[src/sv/bsmd_pkg.sv]
// ----------------------------------------------------------------------------
// bsmd_pkg
// Shared types and constants for the bank-switched memory decoder: the item
// structs of both channels, the target store codes, the soft-switch flag bit
// positions, the address map and the configuration register indexes.
// ----------------------------------------------------------------------------
package bsmd_pkg;

  // Store that serves a bus access.
  typedef enum logic [4:0] {
    TGT_ZP       = 5'd0,
    TGT_AUXZP    = 5'd1,
    TGT_RAM      = 5'd2,
    TGT_AUXRAM   = 5'd3,
    TGT_SWITCH   = 5'd4,
    TGT_SPEAKER  = 5'd5,
    TGT_INTROM   = 5'd6,
    TGT_MOUSE    = 5'd7,
    TGT_DISK     = 5'd8,
    TGT_HD       = 5'd9,
    TGT_LC       = 5'd10,
    TGT_MAIN_B1  = 5'd11,
    TGT_AUX_B1   = 5'd12,
    TGT_MAIN_B21 = 5'd13,
    TGT_AUX_B21  = 5'd14,
    TGT_MAIN_B22 = 5'd15,
    TGT_AUX_B22  = 5'd16,
    TGT_SYSROM   = 5'd17,
    TGT_NONE     = 5'd18
  } target_t;

  // One bus access.
  typedef struct packed {
    logic        opcode;
    logic [15:0] bus_address;
    logic [7:0]  write_byte;
    logic [11:0] switch_flags;
  } bsmd_in_t;

  // One routing result.
  typedef struct packed {
    target_t     target;
    logic [15:0] store_offset;
    logic [7:0]  pass_byte;
  } bsmd_out_t;

  // Configuration register contents.
  typedef struct packed {
    logic enhanced_model;
    logic internal_rom_present;
    logic mouse_card;
    logic disk_card;
    logic hard_disk_card;
  } bsmd_cfg_t;

  // Update request for the internal $C8 ROM flag.
  typedef struct packed {
    logic update;
    logic value;
  } bsmd_c8_t;

  // Opcode values.
  localparam logic OP_READ  = 1'b0;
  localparam logic OP_WRITE = 1'b1;

  // Soft-switch flag bit positions.
  localparam int unsigned FLG_ALTZP     = 0;
  localparam int unsigned FLG_80STORE   = 1;
  localparam int unsigned FLG_RAMRD     = 2;
  localparam int unsigned FLG_RAMWRT    = 3;
  localparam int unsigned FLG_PAGE1     = 4;
  localparam int unsigned FLG_LORES     = 5;
  localparam int unsigned FLG_INTCXROM  = 6;
  localparam int unsigned FLG_SLOTC3ROM = 7;
  localparam int unsigned FLG_LCREAD    = 8;
  localparam int unsigned FLG_BANKREAD  = 9;
  localparam int unsigned FLG_BANK2_1   = 10;
  localparam int unsigned FLG_LCWRITE   = 11;

  // Address map.
  localparam logic [15:0] ADDR_ZP_END   = 16'h0200;
  localparam logic [15:0] ADDR_TEXT_LO  = 16'h0400;
  localparam logic [15:0] ADDR_TEXT_HI  = 16'h0800;
  localparam logic [15:0] ADDR_HIRES_LO = 16'h2000;
  localparam logic [15:0] ADDR_HIRES_HI = 16'h4000;
  localparam logic [15:0] ADDR_IO_BASE  = 16'hC000;
  localparam logic [15:0] ADDR_SPEAKER  = 16'hC030;
  localparam logic [15:0] ADDR_SLOT_LO  = 16'hC100;
  localparam logic [15:0] ADDR_SLOT3    = 16'hC300;
  localparam logic [15:0] ADDR_SLOT4    = 16'hC400;
  localparam logic [15:0] ADDR_SLOT5    = 16'hC500;
  localparam logic [15:0] ADDR_SLOT6    = 16'hC600;
  localparam logic [15:0] ADDR_SLOT7    = 16'hC700;
  localparam logic [15:0] ADDR_C8_BASE  = 16'hC800;
  localparam logic [15:0] ADDR_LC_BASE  = 16'hD000;
  localparam logic [15:0] ADDR_B1_BASE  = 16'hE000;

  // Configuration port.
  localparam int unsigned CFG_ADDR_W = 5;
  localparam int unsigned CFG_DATA_W = 32;
  localparam int unsigned REG_IDX_W  = 3;

  localparam logic [REG_IDX_W-1:0] REG_ENHANCED = 3'd0;
  localparam logic [REG_IDX_W-1:0] REG_INT_ROM  = 3'd1;
  localparam logic [REG_IDX_W-1:0] REG_MOUSE    = 3'd2;
  localparam logic [REG_IDX_W-1:0] REG_DISK     = 3'd3;
  localparam logic [REG_IDX_W-1:0] REG_HD       = 3'd4;

endpackage

[src/sv/bsmd_decode.sv]
// ----------------------------------------------------------------------------
// bsmd_decode
// Combinational address decode: picks the target store and the offset into it
// for one bus access, and requests updates of the internal $C8 ROM flag.
// ----------------------------------------------------------------------------
module bsmd_decode
  import bsmd_pkg::*;
(
  input  bsmd_in_t  item,
  input  bsmd_cfg_t cfg,
  input  logic      c8_rom_en,
  output bsmd_out_t result,
  output bsmd_c8_t  c8_req
);

  logic        wr;
  logic [15:0] a;
  logic [11:0] f;
  logic [7:0]  b;
  logic        alt_sel;
  logic        mixed_page;
  target_t     low_tgt;
  target_t     bank_tgt;
  logic [15:0] bank_off;
  target_t     rom_tgt;
  logic [15:0] rom_off;
  logic [15:0] off_io;
  logic [15:0] off_lc;

  assign wr = (item.opcode == OP_WRITE);
  assign a  = item.bus_address;
  assign f  = item.switch_flags;
  assign b  = wr ? item.write_byte : 8'd0;

  assign off_io = a - ADDR_IO_BASE;
  assign off_lc = a - ADDR_LC_BASE;

  // Main or aux RAM below $C000, with the 80STORE display page override.
  always_comb begin
    alt_sel    = wr ? f[FLG_RAMWRT] : f[FLG_RAMRD];
    mixed_page = f[FLG_80STORE] &&
                 (((a >= ADDR_TEXT_LO) && (a < ADDR_TEXT_HI)) ||
                  ((a >= ADDR_HIRES_LO) && (a < ADDR_HIRES_HI) && !f[FLG_LORES]));
    if (mixed_page) begin
      low_tgt = f[FLG_PAGE1] ? TGT_RAM : TGT_AUXRAM;
    end else begin
      low_tgt = alt_sel ? TGT_AUXRAM : TGT_RAM;
    end
  end

  // Enhanced-model bank RAM at $D000-$FFFF.
  always_comb begin
    if (a < ADDR_B1_BASE) begin
      bank_off = off_lc;
      if (f[FLG_BANK2_1]) begin
        bank_tgt = f[FLG_ALTZP] ? TGT_AUX_B21 : TGT_MAIN_B21;
      end else begin
        bank_tgt = f[FLG_ALTZP] ? TGT_AUX_B22 : TGT_MAIN_B22;
      end
    end else begin
      bank_off = a - ADDR_B1_BASE;
      bank_tgt = f[FLG_ALTZP] ? TGT_AUX_B1 : TGT_MAIN_B1;
    end
  end

  // Internal ROM when its image is loaded, otherwise no store.
  always_comb begin
    if (cfg.internal_rom_present) begin
      rom_tgt = TGT_INTROM;
      rom_off = off_io;
    end else begin
      rom_tgt = TGT_NONE;
      rom_off = 16'd0;
    end
  end

  // Main decode tree.
  always_comb begin
    result.target       = TGT_NONE;
    result.store_offset = 16'd0;
    result.pass_byte    = b;
    c8_req              = '0;

    if (a < ADDR_ZP_END) begin
      result.target       = f[FLG_ALTZP] ? TGT_AUXZP : TGT_ZP;
      result.store_offset = a;
    end else if (a < ADDR_IO_BASE) begin
      result.target       = low_tgt;
      result.store_offset = a;
    end else if (a < ADDR_SLOT_LO) begin
      if (a == ADDR_SPEAKER) begin
        result.target = TGT_SPEAKER;
      end else begin
        result.target       = TGT_SWITCH;
        result.store_offset = off_io;
      end
    end else if (wr) begin
      // Slot-area writes go nowhere; above it, bank RAM or LC (if LCWRITE).
      if (a < ADDR_LC_BASE) begin
        result.target = TGT_NONE;
      end else if (cfg.enhanced_model) begin
        result.target       = bank_tgt;
        result.store_offset = bank_off;
      end else if (f[FLG_LCWRITE]) begin
        result.target       = TGT_LC;
        result.store_offset = off_lc;
      end
    end else if (a >= ADDR_LC_BASE) begin
      // Reads of the language-card area.
      if (f[FLG_LCREAD]) begin
        result.target       = TGT_LC;
        result.store_offset = off_lc;
      end else if (!cfg.enhanced_model) begin
        result.target       = TGT_SYSROM;
        result.store_offset = off_lc;
      end else if (f[FLG_BANKREAD]) begin
        result.target       = bank_tgt;
        result.store_offset = bank_off;
      end else begin
        result.target       = rom_tgt;
        result.store_offset = rom_off;
      end
    end else if ((a < ADDR_C8_BASE) && cfg.internal_rom_present && f[FLG_INTCXROM]) begin
      result.target       = TGT_INTROM;
      result.store_offset = off_io;
    end else if ((a >= ADDR_SLOT3) && (a < ADDR_SLOT4)) begin
      // Slot 3 read also decides whether the $C8 ROM is internal.
      c8_req.update = 1'b1;
      if (cfg.internal_rom_present && !f[FLG_SLOTC3ROM]) begin
        c8_req.value        = 1'b1;
        result.target       = TGT_INTROM;
        result.store_offset = off_io;
      end
    end else if ((a >= ADDR_SLOT4) && (a < ADDR_SLOT5)) begin
      if (cfg.mouse_card) begin
        result.target       = TGT_MOUSE;
        result.store_offset = a - ADDR_SLOT4;
      end
    end else if ((a >= ADDR_SLOT6) && (a < ADDR_SLOT7)) begin
      if (cfg.disk_card) begin
        result.target       = TGT_DISK;
        result.store_offset = a - ADDR_SLOT6;
      end
    end else if ((a >= ADDR_SLOT7) && (a < ADDR_C8_BASE)) begin
      if (cfg.hard_disk_card) begin
        result.target       = TGT_HD;
        result.store_offset = a - ADDR_SLOT7;
      end
    end else if ((a >= ADDR_C8_BASE) && cfg.internal_rom_present && c8_rom_en) begin
      result.target       = TGT_INTROM;
      result.store_offset = off_io;
    end else if (cfg.enhanced_model) begin
      // Unclaimed slot-area read.
      result.target       = rom_tgt;
      result.store_offset = rom_off;
    end
  end

endmodule

[src/sv/bank_switched_memory_decoder.sv]
// ----------------------------------------------------------------------------
// bank_switched_memory_decoder
// Routes 6502 bus accesses to main, aux, ROM, card and bank stores.
// ----------------------------------------------------------------------------
// The block takes one bus access per clock while in_ready is high and returns
// one routing result per access, in order: the access is captured in an input
// register, decoded by a single pass of range compares and muxes, and the
// result is held in an output register until it is taken. A stalled output
// holds the input register, so in_ready drops only while both registers are
// full. The only state beyond the pipeline is the internal $C8 ROM flag,
// updated as a slot 3 read moves into the output register. The five one-bit
// configuration registers sit at byte addresses 0, 4, 8, 12 and 16 of the APB
// port and must be written while no item is in flight.
module bank_switched_memory_decoder
  import bsmd_pkg::*;
(
  input  logic                  clk,
  input  logic                  rst_n,
  // Input channel
  input  logic                  in_valid,
  output logic                  in_ready,
  input  bsmd_in_t              in_data,
  // Result channel
  output logic                  out_valid,
  input  logic                  out_ready,
  output bsmd_out_t             out_data,
  // Configuration port
  input  logic                  cfg_psel,
  input  logic                  cfg_penable,
  input  logic                  cfg_pwrite,
  input  logic [CFG_ADDR_W-1:0] cfg_paddr,
  input  logic [CFG_DATA_W-1:0] cfg_pwdata,
  output logic [CFG_DATA_W-1:0] cfg_prdata,
  output logic                  cfg_pready
);

  bsmd_cfg_t            cfg_r;
  bsmd_cfg_t            cfg_nxt;
  logic [REG_IDX_W-1:0] reg_idx;
  logic                 cfg_wr;

  logic                 s1_valid_r;
  bsmd_in_t             s1_data_r;
  logic                 out_valid_r;
  bsmd_out_t            out_data_r;
  logic                 c8_rom_r;
  logic                 c8_rom_nxt;

  logic                 out_load;
  logic                 s1_load;
  bsmd_out_t            dec_result;
  bsmd_c8_t             c8_req;

  // Configuration register access.
  assign cfg_pready = 1'b1;
  assign reg_idx    = cfg_paddr[CFG_ADDR_W-1:2];
  assign cfg_wr     = cfg_psel && cfg_penable && cfg_pwrite;

  always_comb begin
    cfg_nxt = cfg_r;
    if (cfg_wr) begin
      unique case (reg_idx)
        REG_ENHANCED: cfg_nxt.enhanced_model       = cfg_pwdata[0];
        REG_INT_ROM:  cfg_nxt.internal_rom_present = cfg_pwdata[0];
        REG_MOUSE:    cfg_nxt.mouse_card           = cfg_pwdata[0];
        REG_DISK:     cfg_nxt.disk_card            = cfg_pwdata[0];
        REG_HD:       cfg_nxt.hard_disk_card       = cfg_pwdata[0];
        default:      cfg_nxt = cfg_r;
      endcase
    end
  end

  always_comb begin
    cfg_prdata = '0;
    unique case (reg_idx)
      REG_ENHANCED: cfg_prdata[0] = cfg_r.enhanced_model;
      REG_INT_ROM:  cfg_prdata[0] = cfg_r.internal_rom_present;
      REG_MOUSE:    cfg_prdata[0] = cfg_r.mouse_card;
      REG_DISK:     cfg_prdata[0] = cfg_r.disk_card;
      REG_HD:       cfg_prdata[0] = cfg_r.hard_disk_card;
      default:      cfg_prdata = '0;
    endcase
  end

  // Pipeline flow: the output register frees when its item is taken.
  assign out_load  = !out_valid_r || out_ready;
  assign s1_load   = !s1_valid_r || out_load;
  assign in_ready  = s1_load;
  assign out_valid = out_valid_r;
  assign out_data  = out_data_r;

  bsmd_decode u_decode (
    .item      (s1_data_r),
    .cfg       (cfg_r),
    .c8_rom_en (c8_rom_r),
    .result    (dec_result),
    .c8_req    (c8_req)
  );

  // The flag changes only when the slot 3 read leaves the input register.
  assign c8_rom_nxt = (s1_valid_r && out_load && c8_req.update) ? c8_req.value
                                                                 : c8_rom_r;

  // Control state.
  always_ff @(posedge clk) begin
    if (!rst_n) begin
      cfg_r       <= '0;
      s1_valid_r  <= 1'b0;
      out_valid_r <= 1'b0;
      c8_rom_r    <= 1'b0;
    end else begin
      cfg_r      <= cfg_nxt;
      c8_rom_r   <= c8_rom_nxt;
      if (s1_load) begin
        s1_valid_r <= in_valid;
      end
      if (out_load) begin
        out_valid_r <= s1_valid_r;
      end
    end
  end

  // Payload registers.
  always_ff @(posedge clk) begin
    if (s1_load && in_valid) begin
      s1_data_r <= in_data;
    end
    if (out_load && s1_valid_r) begin
      out_data_r <= dec_result;
    end
  end

endmodule

[config.mk]
export PLATFORM = sky130hd
export DESIGN_NAME = bank_switched_memory_decoder
export DESIGN_NICKNAME = d
export VERILOG_FILES = /design/src/sv/bsmd_pkg.sv /design/src/sv/bsmd_decode.sv /design/src/sv/bank_switched_memory_decoder.sv
export SDC_FILE = /design/constraint.sdc
export NUM_CORES = 1
export LEC_CHECK = 0
export ABC_AREA = 0
export BUFFER_PORTS_ARGS = -buffer_cell sky130_fd_sc_hd__buf_2
export CAP_MARGIN = 20
export CORE_MARGIN = 5
export CORE_UTILIZATION = 30
export CTS_CLUSTER_SIZE = 40
export DETAILED_ROUTE_END_ITERATION = 10
export PLACE_DENSITY = 0.58
export SYNTH_ARGS = -nofsm -noshare
export SYNTH_HDL_FRONTEND = slang
export SYNTH_HIERARCHICAL = 1
export SYNTH_SLANG_ARGS = --single-unit
[constraint.sdc]
create_clock -name clk -period 3.98 [get_ports clk]
set_input_delay 0.995 -clock clk [delete_from_list [all_inputs] [get_ports clk]]
set_output_delay 0.995 -clock clk [all_outputs]
set_load 0.02 [all_outputs]
==> summary.md, run 1 <==
| Metric | Value |
|---|---|
| Path class of the lowest-slack min-delay path | `reg -> reg` |
| Top_reg_cell synth | `edfxtp_1` |
| Aggregate global-route resource usage | `0.146` |
| Die width | `134 um` |
| Kind of capture point of the worst setup path | `flip-flop` |
| Cell count after synthesis | `roughly 450` |
| Vertical die dimension | `about 130 um` |
| Slew at the pin closest to its max-slew limit | `roughly 0.91 ns` |
| Maximum Capacitance Violations | `0` |
| First-pass iteration count of the detailed router | `5` |
| Share of final-layout standard cells stronger than drive strength 1 | `0.240` |
| Achievable clock frequency | `0.297 GHz` |
| Number of buffers inserted by port buffering | `between 70 and 80` |
| Die Area | `around 18000 um^2` |
| Clock-pin slew on the worst setup and hold paths | `~0.060 ns` |
| Cell Count, Final, Fillers Out | `just over 700` |
| Routability congestion estimate | `0.898` |
| Data arrival time at the worst-slack endpoint | `between 3 and 4 ns` |
| Overflow after GRT | `0` |
| Synth top cells by count | `66 x edfxtp_1, 36 x a21oi_1, 36 x nand2_1` |
| IR drop worst, VDD | `0.189 mV` |
| DR WL/cell | `18.4 um` |
| Static leakage | `between 2 and 2.5 nW` |
| Vias after detailed routing | `3881` |
| Final design area excluding fillers | `5460 um^2` |
| Flops & latches, synth | `74` |
| Setup TNS | `0 ns` |
| Run status | `finished clean` |
| Number of violations reported at the end of detailed-routing iteration 0 | `~330` |
| Synthesis warning total | `6` |
| Most area-consuming cells after synthesis | `edfxtp_1 43%, buf_4 5.2%, ha_1 4.6%` |
| Library cell occupying the most area in the post-synthesis netlist | `edfxtp_1` |
| Antenna Nets Post-Route | `0` |
| Number of flops mapped to enable cells by yosys | `66` |
| Final routed DRC violation total | `0` |
| Drt total wl | `~13 mm` |
| Clk sinks | `74` |
| Number of buffers inserted for hold repair after clock tree synthesis | `0` |
| Fill cell instance count of the final layout | `~1500` |
| Synth top area share | `0.426` |
| Area of the mapped netlist | `between 4000 and 5000 um^2` |
| Clock latency reported for the late side of the worst-skew pair | `0.35 ns` |
| Setup slack of the critical path after layout | `around 0.61 ns` |
| Pwr Density | `around 360 nW/um^2` |
| Setup bufs post-CTS | `0` |
| Share of the yosys chip area belonging to registers | `0.461` |
| Number of vias per cell after detailed routing | `5.35` |
| Largest net degree at the start of global routing | `38` |
| Unrepaired setup endpoints after global routing | `no` |
| Pre-CTS worst setup slack | `roughly 0.65 ns` |
| Max clock buf depth | `2` |
| Clock root buffer | `clkbuf_16` |
| Crit path kind | `reg -> reg` |
| Area inside the core boundary | `approximately 15000 um^2` |
| Utilization of the core after routing | `0.359` |
| Placed instance area | `approximately 5200 um^2` |
| Number of setup violations in the final report | `0` |
| Cell row count | `between 40 and 50` |
| Maximum clock skew at final layout | `between 0.007 and 0.008 ns` |
| Post-cts resize count | `0` |
| Initial antenna violation count | `0` |
| Post-synth cell types | `71` |
| Number of failing hold endpoints at the final stage | `0` |
| Maximum fanout along the worst path | `8` |
| Final-report max-slew violation count | `0` |
| Crit path launch type | `flip-flop` |
| Antenna cell count | `0` |
| Shortest clock period the worst path allows after layout | `between 3 and 4 ns` |
| Mean Syn Cell Area | `between 10 and 15 um^2` |
| Initial cell density of the core | `0.306` |
| Post-synthesis to final-layout area growth | `17.5%` |
| Estimated wirelength of the detail-placed design | `approximately 10 mm` |
| Post-route clock period utilization | `0.846` |
| Number of buffers created by CTS | `9` |
| Number of placed instances with taps included | `a little over 700` |
| Most frequent cell after synthesis | `edfxtp_1` |
| Share of synthesized registers carrying an async set or reset | `0` |
| Worst Path Required | `~4.1 ns` |
| I/O pin count | `145` |
| Wire length of the first global-routing pass | `roughly 20 mm` |
| Final nets | `roughly 630` |
| Clock tree from TritonCTS | `yes` |
| CTS HTree Levels | `3` |
| Via count of the first global-routing pass | `around 3800` |
| Relative max-transition margin | `0.389` |
-- routing by layer --
metal | wire length (um) | track usage | up-vias
met3 | 1160 | 0.0317 | 33
met5 | 0 | 0 | -
met2 | 6020 | 0.225 | 200
li1 | - | - | 1813
met1 | 5680 | 0.188 | 1835
met4 | 512 | 0.0871 | 0
-- logic make-up after synthesis --
family / share of synthesized area
other: 0.00162
adders and majority gates: 0.0457
buffers and inverters: 0.0834
DFF: 0.461
xor gates and xnor gates: 0.0113
and+or+nand+nor: 0.187
muxes: 0.0242
AOI/OAI and AO/OA: 0.186
-- report_power, final --
part	switching [W]	internal (W)	leakage [nW]
logic	0.000182	0.0000955	1.20
registers	0.0000283	0.000893	0.698
clock network	0.000340	0.000430	0.133
total	0.000551	0.00142	2.03
-- worst max-delay path, cell delays in order, from the launching register on --
cell and delay (ns):
edfxtp_1 0.51, inv_1 0.21, ha_1 0.24, or3b_2 0.52, or4_1 0.62, nand2b_1 0.21
nand4_1 0.25, a21oi_2 0.44, nor2b_1 0.10
-- layout by cell type (no fill, tap or decap), types with 8 or more instances in the layout --
master and n:
buf_4 15, dfxtp_1 8, mux2i_1 9, nand2_1 36, nor2_1 17, inv_1 15, nor2b_1 13, nor3_1 9
and2_1 10, clkbuf_16 9, conb_1 32, nand2b_1 10, a21oi_1 36, ha_1 17, edfxtp_1 66, buf_2 79
nand3_1 12, o21ai_0 15
-- area by class of cell --
class | instances | area, um^2 | area share
inverters | 15 | 56.3 | 0.0103
clock buffers | 9 | 225 | 0.0412
flip-flops and latches | 74 | 2140 | 0.392
repair buffers | 94 | 508 | 0.0930
multi-input cells | 339 | 2240 | 0.409
well taps | 188 | 235 | 0.0431
clock inverters | 7 | 58.8 | 0.0108
-- sequential cells by signal, indices dropped and copies added, names as in the netlist --
register,count
s1_valid_r,1
out_valid,1
out_data,29
cfg_r,5
c8_rom_r,1
s1_data_r,37
-- path summary, 6_finish.rpt --
check | from | to | slack [ns] | cells after the start
worst max-delay path | s1_data_r[28]$_DFFE_PP_ | out_data[10]$_DFFE_PN_ | 0.61 | 8
worst min-delay path | c8_rom_r$_SDFFE_PN0P_ | c8_rom_r$_SDFFE_PN0P_ | 0.48 | 2
worst max register to register | s1_data_r[28]$_DFFE_PP_ | out_data[10]$_DFFE_PN_ | 0.61 | 8
worst min register to register | c8_rom_r$_SDFFE_PN0P_ | c8_rom_r$_SDFFE_PN0P_ | 0.48 | 2
-- stage by stage --
| stage | power, W | hold WS (ns) |
|---|---|---|
| 2_1_floorplan | 0.00114 | 0.438 |
| 3_5_place_dp | 0.00121 | 0.473 |
| 4_1_cts | 0.00200 | 0.485 |
| 5_1_grt | 0.00206 | 0.502 |
| 3_3_place_gp | 0.00121 | 0.452 |
| 6_report | 0.00197 | 0.484 |
(Power assumes the default switching activity.)
==> inputs of run 2 (changes only) <==
--- a/config.mk
+++ b/config.mk
@@ -12,7 +12,7 @@
 export CORE_UTILIZATION = 30
 export CTS_CLUSTER_SIZE = 40
 export DETAILED_ROUTE_END_ITERATION = 10
-export PLACE_DENSITY = 0.58
+export PLACE_DENSITY = 0.59
 export SYNTH_ARGS = -nofsm -noshare
 export SYNTH_HDL_FRONTEND = slang
 export SYNTH_HIERARCHICAL = 1
==> constraint.sdc (replaced) <==
create_clock -name clk -period 2.86 [get_ports clk]
set_input_delay 0.715 -clock clk [delete_from_list [all_inputs] [get_ports clk]]
set_output_delay 0.715 -clock clk [all_outputs]
set_load 0.02 [all_outputs]
==> run 2 against run 1 <==
Count of clock-buffer cells in the layout unchanged. Final cell count grew 7.2%. Clock power increased by 32%. Via count grew 4.0%. Utilization is 3.4 points higher. Total power is 40% higher. Global-route usage up 0.60 points. Largest cell class unchanged.
==> summary.md, run 2 (same netlist as run 1, synthesis figures left out) <==
| Metric | Value |
|---|---|
| Run status | `finished clean` |
| Max clock buf depth | `2` |
| End of the worst hold path | `c8_rom_r$_SDFFE_PN0P_` |
| Reg2Reg Depth | `10` |
| Clock root buffer | `clkbuf_16` |
| Reg-to-reg slack, setup | `~0.087 ns` |
| CP Cell Sequence | `buf_4 -> ha_1 -> nor4b_1 -> and4_1 -> buf_4 -> o31a_1 -> or4_1 -> nand4b_1 -> nor3_1 -> nor3_2` |
| Slew at the pin closest to its max-slew limit | `~0.85 ns` |
| Achievable clock frequency | `about 0.36 GHz` |
| Initial antenna violation count | `0` |
| Met1 global-route usage | `0.204` |
| Share of final-layout standard cells stronger than drive strength 1 | `0.337` |
| Clock latency reported for the late side of the worst-skew pair | `roughly 0.34 ns` |
| Final design area excluding fillers | `between 5000 and 6000 um^2` |
| Number of buffers created by CTS | `9` |
| R2r endpoint | `out_data[21]$_DFFE_PN_` |
| Worst flop-to-flop path startpoint | `s1_data_r[29]$_DFFE_PP_` |
| Switching share of total power | `0.272` |
| Worst Hold Slack | `0.472 ns` |
| Max FFs per register | `37` |
| Clock-pin slew on the worst setup and hold paths | `about 0.060 ns` |
| Overflow after GRT | `0` |
| Via count of the first global-routing pass | `about 4000` |
| Peak per-stage delay on the critical path | `~0.54 ns` |
| Pwr Density | `~460 nW/um^2` |
| Crit path kind | `reg -> reg` |
| Routability congestion estimate | `between 0.8 and 0.9` |
| Path class of the lowest-slack min-delay path | `reg -> reg` |
| Slowest CP cell | `or4_1` |
| Estimated wirelength of the detail-placed design | `~11 mm` |
| Post-layout power | `between 0.002 and 0.003 W` |
| Highest-count cells in the layout ignoring fill and taps | `79 x buf_2, 67 x buf_4, 66 x edfxtp_1` |
| Static leakage | `around 2.3 nW` |
| Kind of capture point of the worst setup path | `flip-flop` |
| DR WL/cell | `around 18 um` |
| Maximum clock skew at final layout | `around 0.0056 ns` |
| Number of failing hold endpoints at the final stage | `0` |
| Area inside the core boundary | `around 15000 um^2` |
| Die Area | `about 18000 um^2` |
| Most common cell after layout, fill and taps aside | `buf_2` |
| Shortest clock period the worst path allows after layout | `about 2.8 ns` |
| Internal power | `between 0.002 and 0.0025 W` |
| Post-synthesis to final-layout area growth | `28.6%` |
| Maximum Capacitance Violations | `0` |
| Vias after detailed routing | `between 4000 and 5000` |
| Logic pwr share | `0.167` |
| Drt total wl | `~14 mm` |
| Maximum fanout along the worst path | `6` |
| Relative max-transition margin | `0.434` |
| Number of buffers inserted by port buffering | `between 70 and 80` |
| Post-route clock period utilization | `0.969` |
| Share of total power in sequential cells | `0.462` |
| Initial cell density of the core | `0.306` |
| Final-report max-slew violation count | `0` |
| Worst Path Required | `3.05 ns` |
| Min-Delay Startpoint | `c8_rom_r$_SDFFE_PN0P_` |
| I/O pin count | `about 150` |
| Clock Power Share | `0.370` |
| Top reg by flops | `s1_data_r` |
| Cell row count | `between 40 and 50` |
| CTS HTree Levels | `3` |
| First-pass iteration count of the detailed router | `5` |
| Vertical die dimension | `about 130 um` |
| IR drop worst, VDD | `between 0.2 and 0.3 mV` |
| M2 GR Usage | `0.241` |
| Data arrival time at the worst-slack endpoint | `around 3 ns` |
| Switching power | `0.000747 W` |
| Number of setup violations in the final report | `0` |
| Largest net degree at the start of global routing | `38` |
| Wire length of the first global-routing pass | `between 20 and 25 mm` |
| Antenna cell count | `0` |
| Placed instance area | `5560 um^2` |
| Most numerous cell on the critical path | `buf_4` |
| Clk sinks | `74` |
| Aggregate global-route resource usage | `0.152` |
| Met3 demand-to-capacity share in global routing | `0.0365` |
| Number of violations reported at the end of detailed-routing iteration 0 | `315` |
| Antenna Nets Post-Route | `0` |
| Final routed DRC violation total | `0` |
| Die width | `between 100 and 150 um` |
| Pre-CTS worst setup slack | `-0.0658 ns` |
| Final nets | `just under 700` |
| Setup TNS | `0 ns` |
| Number of vias per cell after detailed routing | `around 5.2` |
| Crit path launch type | `flip-flop` |
| Number of buffers inserted for hold repair after clock tree synthesis | `0` |
| Clock tree from TritonCTS | `yes` |
| Setup slack of the critical path after layout | `between 0.08 and 0.09 ns` |
| Number of stages on the worst hold path | `2` |
| Most congested layer reported by global routing | `met2` |
run 2: repair_timing:
| item | in CTS | in global routing |
|---|---|---|
| pin swaps | 2 | 8 |
| setup endpoints to repair | 16 | 20 |
| gates resized for setup | 5 | 24 |
| buffers inserted | 1 | 1 |
run 2: worst max-delay path by stage:
stage                                        from                      to  slack [ns]  depth (start not counted)
after global placement    s1_data_r[28]$_DFFE_PP_  out_data[16]$_DFFE_PN_       -0.09                          9
after detailed placement  s1_data_r[28]$_DFFE_PP_  out_data[11]$_DFFE_PN_       -0.07                          9
final                     s1_data_r[29]$_DFFE_PP_  out_data[21]$_DFFE_PN_        0.09                         10
after floorplan           s1_data_r[28]$_DFFE_PP_  out_data[10]$_DFFE_PN_        0.02                          9
after global routing      s1_data_r[28]$_DFFE_PP_   out_data[9]$_DFFE_PN_       -0.01                          9
after CTS                 s1_data_r[33]$_DFFE_PP_  out_data[21]$_DFFE_PN_       0.001                         10
run 2: worst max-delay path: cells and delay by family, from the launching register on:
kind | cells | cell delay [ns]
and+or+nand+nor | 6 | 1.30
DFF | 1 | 0.41
adders and majority gates | 1 | 0.24
buffers and inverters | 2 | 0.33
AOI/OAI and AO/OA | 1 | 0.35
run 2: layout make-up:
| type | instances | area, um^2 |
|---|---|---|
| Timing Repair Buffer | 146 | 898 |
| Sequential cell | 74 | 2140 |
| Multi-Input combinational cell | 339 | 2380 |
| Tap cell | 188 | 235 |
| Fill cell | 1513 | 9220 |
| Clock inverter | 7 | 45.0 |
| Clock buffer | 9 | 225 |
| Inverter | 15 | 56.3 |
run 2: per-layer routing:
metal / part of all wire / wire [um] / vias to the layer above
met2: 0.45 / 6300 / 195
met4: 0.023 / 316 / 0
met3: 0.082 / 1140 / 25
met1: 0.44 / 6140 / 1897
met5: 0 / 0 / -
li1: - / - / 1918
run 2: stage by stage:
step / std cells / util
2_1_floorplan: 479 / -
3_3_place_gp: 761 / 0.366
3_5_place_dp: 761 / 0.366
4_1_cts: 778 / 0.386
5_1_grt: 778 / 0.393
6_report: 778 / 0.393
run 2: power by group through the flow:
stage / sequential, W / clock [W] / combinational (W)
finish: 0.00127 / 0.00102 / 0.000461
global route: 0.00128 / 0.00109 / 0.000498
CTS: 0.00127 / 0.00105 / 0.000441
detailed placement: 0.00129 / 0 / 0.000433
global placement: 0.00129 / 0 / 0.000431
floorplan: 0.00132 / 0 / 0.000266
==> inputs of run 3 (changes only) <==
--- a/config.mk
+++ b/config.mk
@@ -5,7 +5,7 @@
 export SDC_FILE = /design/constraint.sdc
 export NUM_CORES = 1
 export LEC_CHECK = 0
-export ABC_AREA = 0
+export ABC_AREA = 1
 export BUFFER_PORTS_ARGS = -buffer_cell sky130_fd_sc_hd__buf_2
 export CAP_MARGIN = 20
 export CORE_MARGIN = 5
==> run 3 against run 2 <==
Sequential share of layout area is 1.5 points lower. Flip-flop and latch count stayed put. Worst setup slack better by 0.11 ns. Utilization is 1.4 points lower. Clock skew is 0.0091 ns higher. Maximum frequency is 4.1% higher. Die area is 6.7% higher. Combinational power is 9.1% higher. Global-route usage is 0.51 points lower.
==> summary.md, run 3 <==
| Metric | Value |
|---|---|
| Mean Syn Cell Area | `around 8 um^2` |
| Flops & latches, synth | `74` |
| CP Cell Sequence | `ha_1 -> nand2_2 -> inv_2 -> buf_4 -> a21oi_1 -> nand2_1 -> o21bai_1 -> nand3_2 -> inv_1 -> nand2_1 -> nand3_1 -> nand2_1 -> nand2_1 -> nand2_1 -> nand2_1 -> nand2_1 -> nand2_1` |
| Max FFs per register | `37` |
| Number of vias per cell after detailed routing | `roughly 4.5` |
| Largest net degree at the start of global routing | `34` |
| Pwr Density | `between 400 and 500 nW/um^2` |
| Post-cts resize count | `0` |
| Estimated wirelength of the detail-placed design | `11.3 mm` |
| Initial cell density of the core | `0.303` |
| Via count of the first global-routing pass | `approximately 4200` |
| Setup TNS | `0 ns` |
| Crit path kind | `reg -> reg` |
| Synth top area share | `0.397` |
| Clock root buffer | `clkbuf_16` |
| I/O pin count | `145` |
| Achievable clock frequency | `between 0.3 and 0.4 GHz` |
| Share of final-layout standard cells stronger than drive strength 1 | `0.246` |
| Area inside the core boundary | `16500 um^2` |
| Cell row count | `47` |
| Data arrival time at the worst-slack endpoint | `2.85 ns` |
| Number of flops mapped to enable cells by yosys | `66` |
| Area of the multi-input gates | `2340 um^2` |
| Wire length of the first global-routing pass | `between 20 and 25 mm` |
| Antenna Nets Post-Route | `0` |
| Clock-pin slew on the worst setup and hold paths | `0.06 ns` |
| Crit path launch type | `flip-flop` |
| IR drop worst, VDD | `around 0.42 mV` |
| Number of buffers created by CTS | `9` |
| Synth top cells by count | `185 x nand2_1, 78 x inv_1, 66 x edfxtp_1` |
| Setup bufs post-CTS | `0` |
| Number of failing hold endpoints at the final stage | `0` |
| Peak per-stage delay on the critical path | `roughly 0.49 ns` |
| Seq. cell area | `about 2100 um^2` |
| Library cell occupying the most area in the post-synthesis netlist | `edfxtp_1` |
| Clock tree from TritonCTS | `yes` |
| Clock latency reported for the late side of the worst-skew pair | `roughly 0.35 ns` |
| Final-report max-slew violation count | `0` |
| Most common cell after layout, fill and taps aside | `nand2_1` |
| Post-synthesis to final-layout area growth | `25.3%` |
| Number of buffers inserted for hold repair after clock tree synthesis | `0` |
| Cell Count, Final, Fillers Out | `~1000` |
| Relative max-transition margin | `0.659` |
| Fill cell instance count of the final layout | `approximately 1800` |
| Number of buffers inserted by port buffering | `slightly below 80` |
| Worst Path Required | `roughly 3.1 ns` |
| Share of the yosys chip area belonging to registers | `0.430` |
| Clk sinks | `74` |
| First-pass iteration count of the detailed router | `5` |
| Post-route clock period utilization | `0.932` |
| Drt total wl | `between 10 and 15 mm` |
| Unrepaired setup endpoints after global routing | `no` |
| Synthesis warning total | `6` |
| Maximum Capacitance Violations | `0` |
| Run status | `finished clean` |
| Path class of the lowest-slack min-delay path | `reg -> reg` |
| Maximum fanout along the worst path | `6` |
| Most frequent cell after synthesis | `nand2_1` |
| Max clock buf depth | `2` |
| Aggregate global-route resource usage | `0.147` |
| Cell count after synthesis | `640` |
| Die Area | `roughly 19000 um^2` |
| Antenna cell count | `0` |
| Final routed DRC violation total | `0` |
| DR WL/cell | `roughly 14 um` |
| Post-layout power | `around 0.0030 W` |
| Routability congestion estimate | `between 0.9 and 1` |
| Highest-count cells in the layout ignoring fill and taps | `185 x nand2_1, 79 x buf_2, 77 x inv_1` |
| Top reg by flops | `s1_data_r` |
| Number of placed instances with taps included | `~1000` |
| Slew at the pin closest to its max-slew limit | `0.506 ns` |
| Top_reg_cell synth | `edfxtp_1` |
| Vertical die dimension | `about 140 um` |
| Vias after detailed routing | `~4500` |
| Area of the mapped netlist | `roughly 5000 um^2` |
| Share of synthesized registers carrying an async set or reset | `0` |
| Overflow after GRT | `0` |
| Static leakage | `between 2 and 3 nW` |
| CTS HTree Levels | `3` |
| Slowest CP cell | `edfxtp_1` |
| Initial antenna violation count | `0` |
| Number of setup violations in the final report | `0` |
| Final nets | `slightly below 900` |
| Shortest clock period the worst path allows after layout | `about 2.7 ns` |
| Die width | `between 100 and 150 um` |
| Post-synth cell types | `40` |
| Most area-consuming cells after synthesis | `edfxtp_1 40%, nand2_1 14%, inv_1 5.9%` |
| Most numerous cell on the critical path | `nand2_1` |
| Number of violations reported at the end of detailed-routing iteration 0 | `333` |
| Maximum clock skew at final layout | `between 0.01 and 0.015 ns` |
| Kind of capture point of the worst setup path | `flip-flop` |
run 3: cell count changes after synthesis, sizes merged, moves of 13 or more:
cell	delta
nor2b	-14
inv	+70
nand2	+158
xor2	+13
nand3	+17
nor2	+50
run 3: final cells by class:
cell class / count / share of cell area
multi-input cells: 466 / 0.375
well taps: 220 / 0.0441
inverters: 85 / 0.0511
flip-flops and latches: 74 / 0.343
repair buffers: 136 / 0.136
clock buffers: 10 / 0.0367
clock inverters: 6 / 0.0144
run 3: kinds of logic (layout without fill, tap and decap cells):
group | after synthesis | count (layout) | share of synthesized area
and+or+nand+nor | 308 | 308 | 0.263
xor gates and xnor gates | 16 | 16 | 0.0281
other | 2 | 32 | 0.00151
buffers and inverters | 130 | 237 | 0.124
DFF | 74 | 74 | 0.430
AOI/OAI and AO/OA | 93 | 93 | 0.111
adders and majority gates | 17 | 17 | 0.0426
run 3: per-layer routing:
metal / track usage / wire length (um)
met1: 0.195 / 6200
met2: 0.240 / 6710
met3: 0.0221 / 976
met4: 0.0618 / 369
met5: 0 / 0
run 3: path summary, 6_finish.rpt:
check                                        startpoint                      to  slack [ns]  cells past startpoint
worst min register to register  s1_data_r[18]$_DFFE_PP_   out_data[6]$_DFFE_PN_        0.50                      2
worst max-delay path            s1_data_r[34]$_DFFE_PP_  out_data[21]$_DFFE_PN_        0.20                     17
worst max register to register  s1_data_r[34]$_DFFE_PP_  out_data[21]$_DFFE_PN_        0.20                     17
worst min-delay path            s1_data_r[18]$_DFFE_PP_   out_data[6]$_DFFE_PN_        0.50                      2
run 3: per-stage QoR:
stage	hold slack (ns)	util	instance area, um^2	worst slack, ns
after floorplan	0.461	-	5100	0.234
after global placement	0.485	0.360	5930	0.212
after detailed placement	0.489	0.360	5930	0.234
after CTS	0.504	0.379	6240	0.214
after global routing	0.530	0.379	6250	0.0113
final	0.502	0.379	6250	0.196
run 3: worst max-delay path, delay by kind of cell, from the launching register on:
family	cells	cell delay, ns
AND/OR/NAND/NOR	11	0.94
flip-flops	1	0.49
buffers and inverters	3	0.34
adder cells (fa/ha/maj)	1	0.33
AO/OA/AOI/OAI	2	0.40
run 3: where the power goes:
group	total, W	switching (W)	internal [W]
combinational	0.000503	0.000332	0.000170
sequential	0.00127	0.0000266	0.00124
clock	0.00122	0.000449	0.000767
